## src/rtl/cdh_ram.sv

```systemverilog
`default_nettype none

module cdh_ram #(
  parameter int WIDTH = 8,
  parameter int DEPTH = 16
) (
  input  logic                     clk,
  input  logic                     we,
  input  logic [$clog2(DEPTH)-1:0] waddr,
  input  logic [WIDTH-1:0]         wdata,
  input  logic                     re,
  input  logic [$clog2(DEPTH)-1:0] raddr,
  output logic [WIDTH-1:0]         rdata
);

  logic [WIDTH-1:0] mem [DEPTH];

  // One write port.
  always_ff @(posedge clk) begin
    if (we) begin
      mem[waddr] <= wdata;
    end
  end

  // One read port with registered data.
  always_ff @(posedge clk) begin
    if (re) begin
      rdata <= mem[raddr];
    end
  end

endmodule

`default_nettype wire

```

## config.mk

```make
export PLATFORM = sky130hd
export DESIGN_NAME = cdh_ram
export DESIGN_NICKNAME = d
export VERILOG_FILES = /design/src/rtl/cdh_ram.sv
export SDC_FILE = /design/constraint.sdc
export NUM_CORES = 1
export LEC_CHECK = 0
export BUFFER_PORTS_ARGS = -buffer_cell sky130_fd_sc_hd__buf_2
export CORE_MARGIN = 2
export CORE_UTILIZATION = 39
export DETAILED_ROUTE_END_ITERATION = 7
export HOLD_SLACK_MARGIN = 0.03
export PLACE_DENSITY_LB_ADDON = 0.15
export SLEW_MARGIN = 15
export SYNTH_ARGS = -nofsm -noshare
export SYNTH_HDL_FRONTEND = slang
export SYNTH_SLANG_ARGS = --single-unit
```

## constraint.sdc

```tcl
create_clock -name clk -period 4.1 [get_ports clk]
set_input_delay 0.82 -clock clk [delete_from_list [all_inputs] [get_ports clk]]
set_output_delay 0.82 -clock clk [all_outputs]
set_load 0.01 [all_outputs]
```

==> results.cfg <==
[setup_path]
cp-start-kind = input pin
crit_path_end = rdata[2]
critPathKind = input pin to flip-flop
regToRegSetupSlack_ns = 2.62
critPathLaunch = raddr[0]
path_max_fanout = 13
cp-end-kind = flip-flop
arrival_ns = 2.47
r2r_cells = 3
r2r_end = rdata[2]
cp_cell_sequence = buf_2, buf_4, mux4_1, a22oi_1, nand2_1
cpMaxStageDelayCell = mux4_1
slowest_delay_ns = 0.58
critPathRequiredTime_ns = 4.25
r2r_start = mem[1][2]

[global_route]
grt_pass1_vias = 2496
overflow = 0
grt_antenna_before_repair = 0
grt_pass1_wl_mm = 15.6
gr-usage-all-layers_pct = 16.0
grt_max_degree = 33

[timing]
tns_ns = 0
worst_clock_skew_ns = 0.00607
slew_headroom_pct = 31.5
tightest_slew_ns = 1.02
finalHoldViolations = 0
period_needed_ns = 2.32
setup_viol = 0
max_freq_ghz = 0.432
rsz0062_at_grt = no
fin_crit_sh_pct = 56.5
slew_violations = 0

[run]
drv_cap = 0

[drt]
via_count = 2416
detail-route-antenna-nets = 0
vias_per_cell = 5.28
drc_errors = 0
wire_per_inst_um = 22.6
totalWireLength_mm = 10.4
first_pass_iters = 4
drt_iter0_markers = 178

[die]
die_y_um = 120
core_um2 = 13200
dieWidth_um = 120
rows = 42
start_util_pct = 39.6
die-area_um2 = 14300
io_pins = 27

[clocking]
postCtsSetupRepairBufs = 0
cts_htree_levels = 4
path_clk_slew_ns = 0.05
numCtsBuffers = 17
tritoncts = yes
clock_latency_ns = 0.41
root_buffer = clkbuf_16
cts_resized = 0
clkSinkCount = 136
postCtsHoldBufs = 0
cts_max_path_buffers = 2

[synthesis]
synthCells = 229
avgSynthCellArea_um2 = 22.8
synth_area_um2 = 5230
yosysWarnings = 0
yosysSeqAreaShare_pct = 78.1
syn_nets = 248
synth.distinct_cells = 18
synth-seq-cells = 136

[power_and_ir_drop]
switching_share_pct = 19.3
switching_power_w = 0.000613
share_comb_of_total_power_pct = 4.4
p_seq_share_pct = 49.6
total_power_w = 0.00318
power_density_nw_per_um2 = 520
power.internal_w = 0.00256
peakVddDrop_mv = 0.328
p_leak_nw = 2.02
pwr-share-clk_pct = 46.0

[outcome]
status = finished clean

[finish]
syn2layout_area_growth_pct = 16.7
drive_gt1_share_pct = 27.3
nets = 288
antenna_cells = 0

[placement]
port_buffers = 26
place.gp.congestion = 0.725
hpwl_mm = 6.40

[worst_hold_path]
hp-class = flip-flop to flip-flop
min_path_cells = 3
-- area by class of cell --
| type | count | area [um^2] |
|---|---|---|
| multi-input cells | 83 | 1060 |
| flip-flops and latches | 136 | 4080 |
| well taps | 176 | 220 |
| repair buffers | 31 | 168 |
| clock inverters | 13 | 135 |
| clock buffers | 19 | 433 |
| fillers | 1099 | 7090 |
-- how the worst min path moves through the flow --
stage | from | end | slack, ns
floorplan | mem[7][0] | rdata[0] | 0.70
detailed placement | mem[4][4] | rdata[4] | 0.74
global placement | mem[4][6] | rdata[6] | 0.73
finish | mem[7][7] | rdata[7] | 0.75
global route | re | rdata[1] | 0.78
CTS | mem[7][7] | rdata[7] | 0.76
-- sequential cells by signal (all words and copies together), names as in the netlist --
signal,count
mem,128
rdata,8
-- cells in the mapped netlist --
| cell | count | area, um^2 |
|---|---|---|
| nor3_1 | 4 | 20.0 |
| nand3_1 | 1 | 5.00 |
| clkdlybuf4s25_2 | 3 | 30.0 |
| nor2b_1 | 1 | 6.26 |
| mux4_2 | 18 | 405 |
| buf_6 | 3 | 33.8 |
| nand3b_1 | 2 | 15.0 |
| nand2_1 | 9 | 33.8 |
| nor2_1 | 13 | 48.8 |
| nand2b_1 | 2 | 12.5 |
| and2b_1 | 1 | 7.51 |
| buf_2 | 3 | 15.0 |
| buf_4 | 1 | 7.51 |
| or3b_2 | 1 | 8.76 |
| mux4_1 | 14 | 368 |
| and2_1 | 1 | 6.26 |
| a22oi_1 | 16 | 120 |
| edfxtp_1 | 136 | 4080 |
-- through the flow --
step / instances / utilization (%) / setup WS [ns] / instance area (um^2) / hold slack [ns]
global placement: 426 / 42.0 / 1.31 / 5530 / 0.734
detailed placement: 426 / 42.0 / 1.30 / 5530 / 0.743
global route: 458 / 46.3 / 1.64 / 6100 / 0.778
finish: 458 / 46.3 / 1.78 / 6100 / 0.753
CTS: 458 / 46.3 / 1.74 / 6100 / 0.758
floorplan: 229 / - / 1.79 / 5230 / 0.705
-- cell families after synthesis --
logic type             count (synthesis)  synth area share, %
flip-flops                           136                 78.1
AND/OR/NAND/NOR                       35                 3.14
multiplexers                          32                 14.8
AO/OA/AOI/OAI                         16                 2.30
buffers and inverters                 10                 1.65
-- power groups by stage --
stage                     Clock, W  Sequential (W)  Combinational [W]
after global routing       0.00154         0.00158           0.000153
after CTS                  0.00148         0.00158           0.000143
after floorplan                  0         0.00160          0.0000791
final                      0.00146         0.00158           0.000139
after global placement           0         0.00160           0.000140
after detailed placement         0         0.00160           0.000143
-- metal layers --
layer  vias up  GRT usage (%)  share of wire (%)
met1      1273           23.0                 46
met5         -              0                  0
li1       1063              -                  -
met4         0           6.03                1.0
met3        10           5.28                6.1
met2        70           22.7                 47
-- placed cells by master (no fill, tap or decap), drive strengths merged --
| master | count |
|---|---|
| nor2b | 1 |
| bufinv | 3 |
| nand3 | 1 |
| edfxtp | 136 |
| nor2 | 13 |
| nand2b | 2 |
| or3b | 1 |
| and2b | 1 |
| a22oi | 16 |
| clkinv | 10 |
| mux4 | 32 |
| nand2 | 9 |
| nand3b | 2 |
| nor3 | 4 |
| clkbuf | 19 |
| and2 | 1 |
| buf | 31 |
-- critical path: cells and delay by family --
family	cells	cell delay [ns]
muxes	1	0.58
buffers and inverters	2	0.69
and+or+nand+nor	1	0.08
AOI/OAI and AO/OA	1	0.28
(Power assumes the default switching activity.)
