===== src/rtl/cdh_pkg.sv =====
`default_nettype none

package cdh_pkg;

  // Table geometry. The slot count must be a power of two so that the hash
  // reduction and the probe wrap are plain bit truncations.
  localparam int TABLE_SIZE = 4096;
  localparam int SLOT_W     = $clog2(TABLE_SIZE);
  localparam int NODE_W     = 13;
  localparam int COORD_W    = 32;
  localparam int KEY_W      = 2 * COORD_W;

  // Hash multipliers. Only their low slot bits reach the slot index.
  localparam logic [31:0] HASH_MUL_X = 32'd73856093;
  localparam logic [31:0] HASH_MUL_Y = 32'd19349663;
  localparam logic [SLOT_W-1:0] HASH_X_LOW = HASH_MUL_X[SLOT_W-1:0];
  localparam logic [SLOT_W-1:0] HASH_Y_LOW = HASH_MUL_Y[SLOT_W-1:0];

  // One chain point.
  typedef struct packed {
    logic [COORD_W-1:0] x_coord;
    logic [COORD_W-1:0] y_coord;
    logic               chain_start;
    logic               chain_end;
  } point_t;

  // One lookup result.
  typedef struct packed {
    logic [NODE_W-1:0] node_id;
    logic              is_new;
    logic [NODE_W-1:0] prev_node;
    logic              endpoint_valid;
    logic [NODE_W-1:0] endpoint_first;
    logic [NODE_W-1:0] endpoint_last;
    logic              table_full;
  } result_t;

  // One table entry: valid flag, packed coordinates and node number.
  typedef struct packed {
    logic              valid;
    logic [KEY_W-1:0]  key;
    logic [NODE_W-1:0] node;
  } slot_t;

  localparam int SLOT_BITS = $bits(slot_t);

  // Controller states.
  typedef enum logic [2:0] {
    S_CLEAR,
    S_IDLE,
    S_READ,
    S_CHECK,
    S_DONE
  } state_t;

endpackage

`default_nettype wire


===== src/rtl/cdh_hash.sv =====
`default_nettype none

module cdh_hash (
  input  logic                      clk,
  input  logic                      load,
  input  logic [cdh_pkg::SLOT_W-1:0] x_low,
  input  logic [cdh_pkg::SLOT_W-1:0] y_low,
  output logic [cdh_pkg::SLOT_W-1:0] pos
);

  logic [2*cdh_pkg::SLOT_W-1:0] prod_x;
  logic [2*cdh_pkg::SLOT_W-1:0] prod_y;

  // The low bits of a product depend only on the low bits of its factors,
  // so the full 64-bit hash reduced to the slot count needs only these.
  assign prod_x = x_low * cdh_pkg::HASH_X_LOW;
  assign prod_y = y_low * cdh_pkg::HASH_Y_LOW;

  // Register the home slot when a point transfer is taken.
  always_ff @(posedge clk) begin
    if (load) begin
      pos <= prod_x[cdh_pkg::SLOT_W-1:0] ^ prod_y[cdh_pkg::SLOT_W-1:0];
    end
  end

endmodule

`default_nettype wire


===== config.mk =====
export PLATFORM = sky130hd
export DESIGN_NAME = cdh_hash
export DESIGN_NICKNAME = d
export VERILOG_FILES = /design/src/rtl/cdh_pkg.sv /design/src/rtl/cdh_hash.sv
export SDC_FILE = /design/constraint.sdc
export NUM_CORES = 1
export LEC_CHECK = 0
export ABC_CLOCK_PERIOD_IN_PS = 4200
export BUFFER_PORTS_ARGS = -buffer_cell sky130_fd_sc_hd__buf_4
export CORE_UTILIZATION = 43
export DETAILED_ROUTE_END_ITERATION = 10
export HOLD_SLACK_MARGIN = 0.12
export PLACE_DENSITY = 0.66
export SYNTH_ARGS = -nofsm -noshare
export SYNTH_HDL_FRONTEND = slang
export SYNTH_SLANG_ARGS = --single-unit

===== constraint.sdc =====
create_clock -name clk -period 4.2 [get_ports clk]
set_input_delay 0.63 -clock clk [delete_from_list [all_inputs] [get_ports clk]]
set_output_delay 0.63 -clock clk [all_outputs]
set_load 0.05 [all_outputs]

==> results.ini <==
[drt]
drt-initial-drc-count = 25
postRouteAntennaNets = 0
wl_per_cell_um = 11.30
dr_wl_met2_mm = 2.280
dr.pass1.iters = 4
vias_per_cell = 4.551
wl_met3_um = 130
m1WireLength_mm = 2.253
highest_layer = met4
routed_wl_mm = 4.677
vias = 1884
drcViolationCount = 0

[clock_tree]
cts_tree = built
cts.clk_slew.worst_paths_ns = 0.05
cts.hold.buffers_added = 0
cts-root-buf = clkbuf_8
cts.sinks = 12
clockBufferDepth = 2
cts_inserted_buffers = 3
ctsHtreeMaxLevel = 1

[critical_path]
end_kind = flop
startpoint_type = input pin
critPathRequiredTime_ns = 4.19
cp_max_fo = 3
cp.arrival_ns = 4.06
setup.worst_path.class = in -> reg

[timing]
slew_headroom_pct = 82.08
final_hold_viol_count = 0
period_needed_ns = 4.075
final_max_slew_viol_count = 0
setup_viol = 0
worstMarginPinSlew_ns = 0.2672
min_period_over_period_pct = 97.03
max_freq_mhz = 245.4
rsz0062_at_grt = true

[floorplanning]
dieHeight_um = 83.77
die_w_um = 83.77
start_util_pct = 45.02
die_area_um2 = 7017
core_area_um2 = 6386
row_count = 29
boundaryPins = 38

[power_and_ir_drop]
leakagePower_uw = 0.001844
comb_power_share_pct = 82.6
p_total_uw = 2229
power_density_nw_per_um2 = 639.4
pwr-share-seq_pct = 12.7
p_switching_uw = 1001
power_frac_clock_pct = 4.7
ir_worst_vdd_mv = 0.5696
intPower_uw = 1229
swShare_pct = 44.88

[global_routing]
grt_start_max_net_pins = 13
antenna_found_initial = 0
grt_usage_pct = 14.84
grt.overflow.total = 0
grt_pass1_vias = 1859
grt_pass1_wl_mm = 8.307

[layout]
area_growth_pct = 21.28
post-route-util_pct = 54.60
largest_reg_flops = 12
drive_gt1_share_pct = 20.47
top_regs = pos (12)
fill_cells = 582
insertedDiodeCount = 0
regMostFlops = pos
layout.nets = 464

[place]
dp_hpwl_mm = 4.334
place_congestion = 0.7774
io_buffers = 37

[hold_path]
hp-class = in -> reg

[synth]
netlist_instances = 279
ys_seq_area_share_pct = 12.53
yosys_warnings = 0
synth_nets = 405
syn_area_um2 = 2875
synth-seq-cells = 12
syn_area_per_cell_um2 = 10.31
synth.distinct_cells = 18

[status]
status = completed

[flow_run]
cap_viol_max_count = 0

[critical path, cell delays in order]
cell and delay [ns]:
buf_8 0.08, clkinvlp_4 0.13, fa_1 0.52, inv_1 0.04
ha_1 0.27, ha_1 0.29, inv_2 0.04, fa_1 0.48
fa_1 0.50, inv_2 0.05, ha_4 0.26, o21ai_2 0.04
o21bai_1 0.18, nor2_1 0.07, o21bai_1 0.14, a21oi_1 0.09
xnor2_1 0.14, xnor2_1 0.12
[synthesized netlist by cell type (all sizes together)]
library cell  number  area (um^2)
inv               90        337.8
edfxtp            12        360.4
a21o               8        60.06
xor2              11        96.34
xnor2             36        315.3
o21ai              5        25.02
nor2               1        3.750
fa                43        860.8
nor2b              1        6.260
nand2b             1        6.260
a211oi             2        20.02
nand2              1        3.750
o21bai             3        22.52
a21oi              8        43.79
ha                57        713.2
[final cells by class]
type	instances	area, um^2	area share [%]
clock inverters	1	3.754	0.1076
flip-flops and latches	12	360.3	10.33
inverters	90	341.6	9.796
repair buffers	54	412.9	11.84
well taps	77	96.34	2.763
clock buffers	3	41.29	1.184
multi-input cells	177	2231	63.98
[what timing repair did]
item / CTS / global route
resized for setup: 0 / 14
buffers inserted: 0 / 0
endpoints found under the setup margin: 0 / 2
[placed cells by master, fill, tap and decap left out, types with 3 or more instances in the layout]
cell,instances
clkbuf_8,3
buf_4,53
o21bai_1,3
edfxtp_1,12
ha_1,53
xor2_1,11
ha_4,4
o21ai_1,3
fa_1,43
a21o_1,8
xnor2_1,36
inv_1,85
a21oi_1,7
inv_2,4
[through the flow]
stage | setup WS (ns) | instances | setup TNS [ns] | hold slack, ns | cell area, um^2
after detailed placement | -0.2011 | 410 | -0.5773 | 0.9701 | 3377
after global placement | -0.1634 | 410 | -0.4888 | 0.9635 | 3377
after floorplan | 0.01728 | 279 | 0 | 0.7425 | 2875
final | 0.1247 | 414 | 0 | 0.7219 | 3487
after global routing | -0.05370 | 414 | -0.05370 | 0.7333 | 3487
after CTS | 0.04945 | 414 | 0 | 0.7210 | 3422
[power groups by stage]
| stage | Sequential (uW) | Clock [uW] | Combinational, uW |
|---|---|---|---|
| after CTS | 282 | 108 | 1790 |
| after detailed placement | 284 | 0 | 1780 |
| after floorplan | 457 | 0 | 1220 |
| after global placement | 284 | 0 | 1760 |
| after global routing | 286 | 114 | 2090 |
| final | 282 | 105 | 1840 |
[cells by family (layout without fill, tap and decap cells)]
| kind of cell | Yosys count | after routing | share of synthesized area [%] |
|---|---|---|---|
| xor gates and xnor gates | 47 | 47 | 14.32 |
| buffers and inverters | 90 | 148 | 11.75 |
| AOI/OAI and AO/OA | 26 | 26 | 5.962 |
| adders and majority gates | 100 | 100 | 54.74 |
| and+or+nand+nor | 4 | 4 | 0.6963 |
| DFF | 12 | 12 | 12.53 |
[final timing paths]
check | startpoint | end | slack (ns) | depth (start not counted)
worst max-delay path | x_low[5] | pos[11]$_DFFE_PP_ | 0.12 | 18
worst min-delay path | load | pos[9]$_DFFE_PP_ | 0.72 | 1
[per-layer routing]
| metal | vias up | track usage, % |
|---|---|---|
| li1 | 962 | - |
| met5 | - | 0 |
| met2 | 30 | 25.42 |
| met4 | 0 | 1.387 |
| met1 | 890 | 20.69 |
| met3 | 2 | 2.176 |
Power figures use the tool's default switching activity.
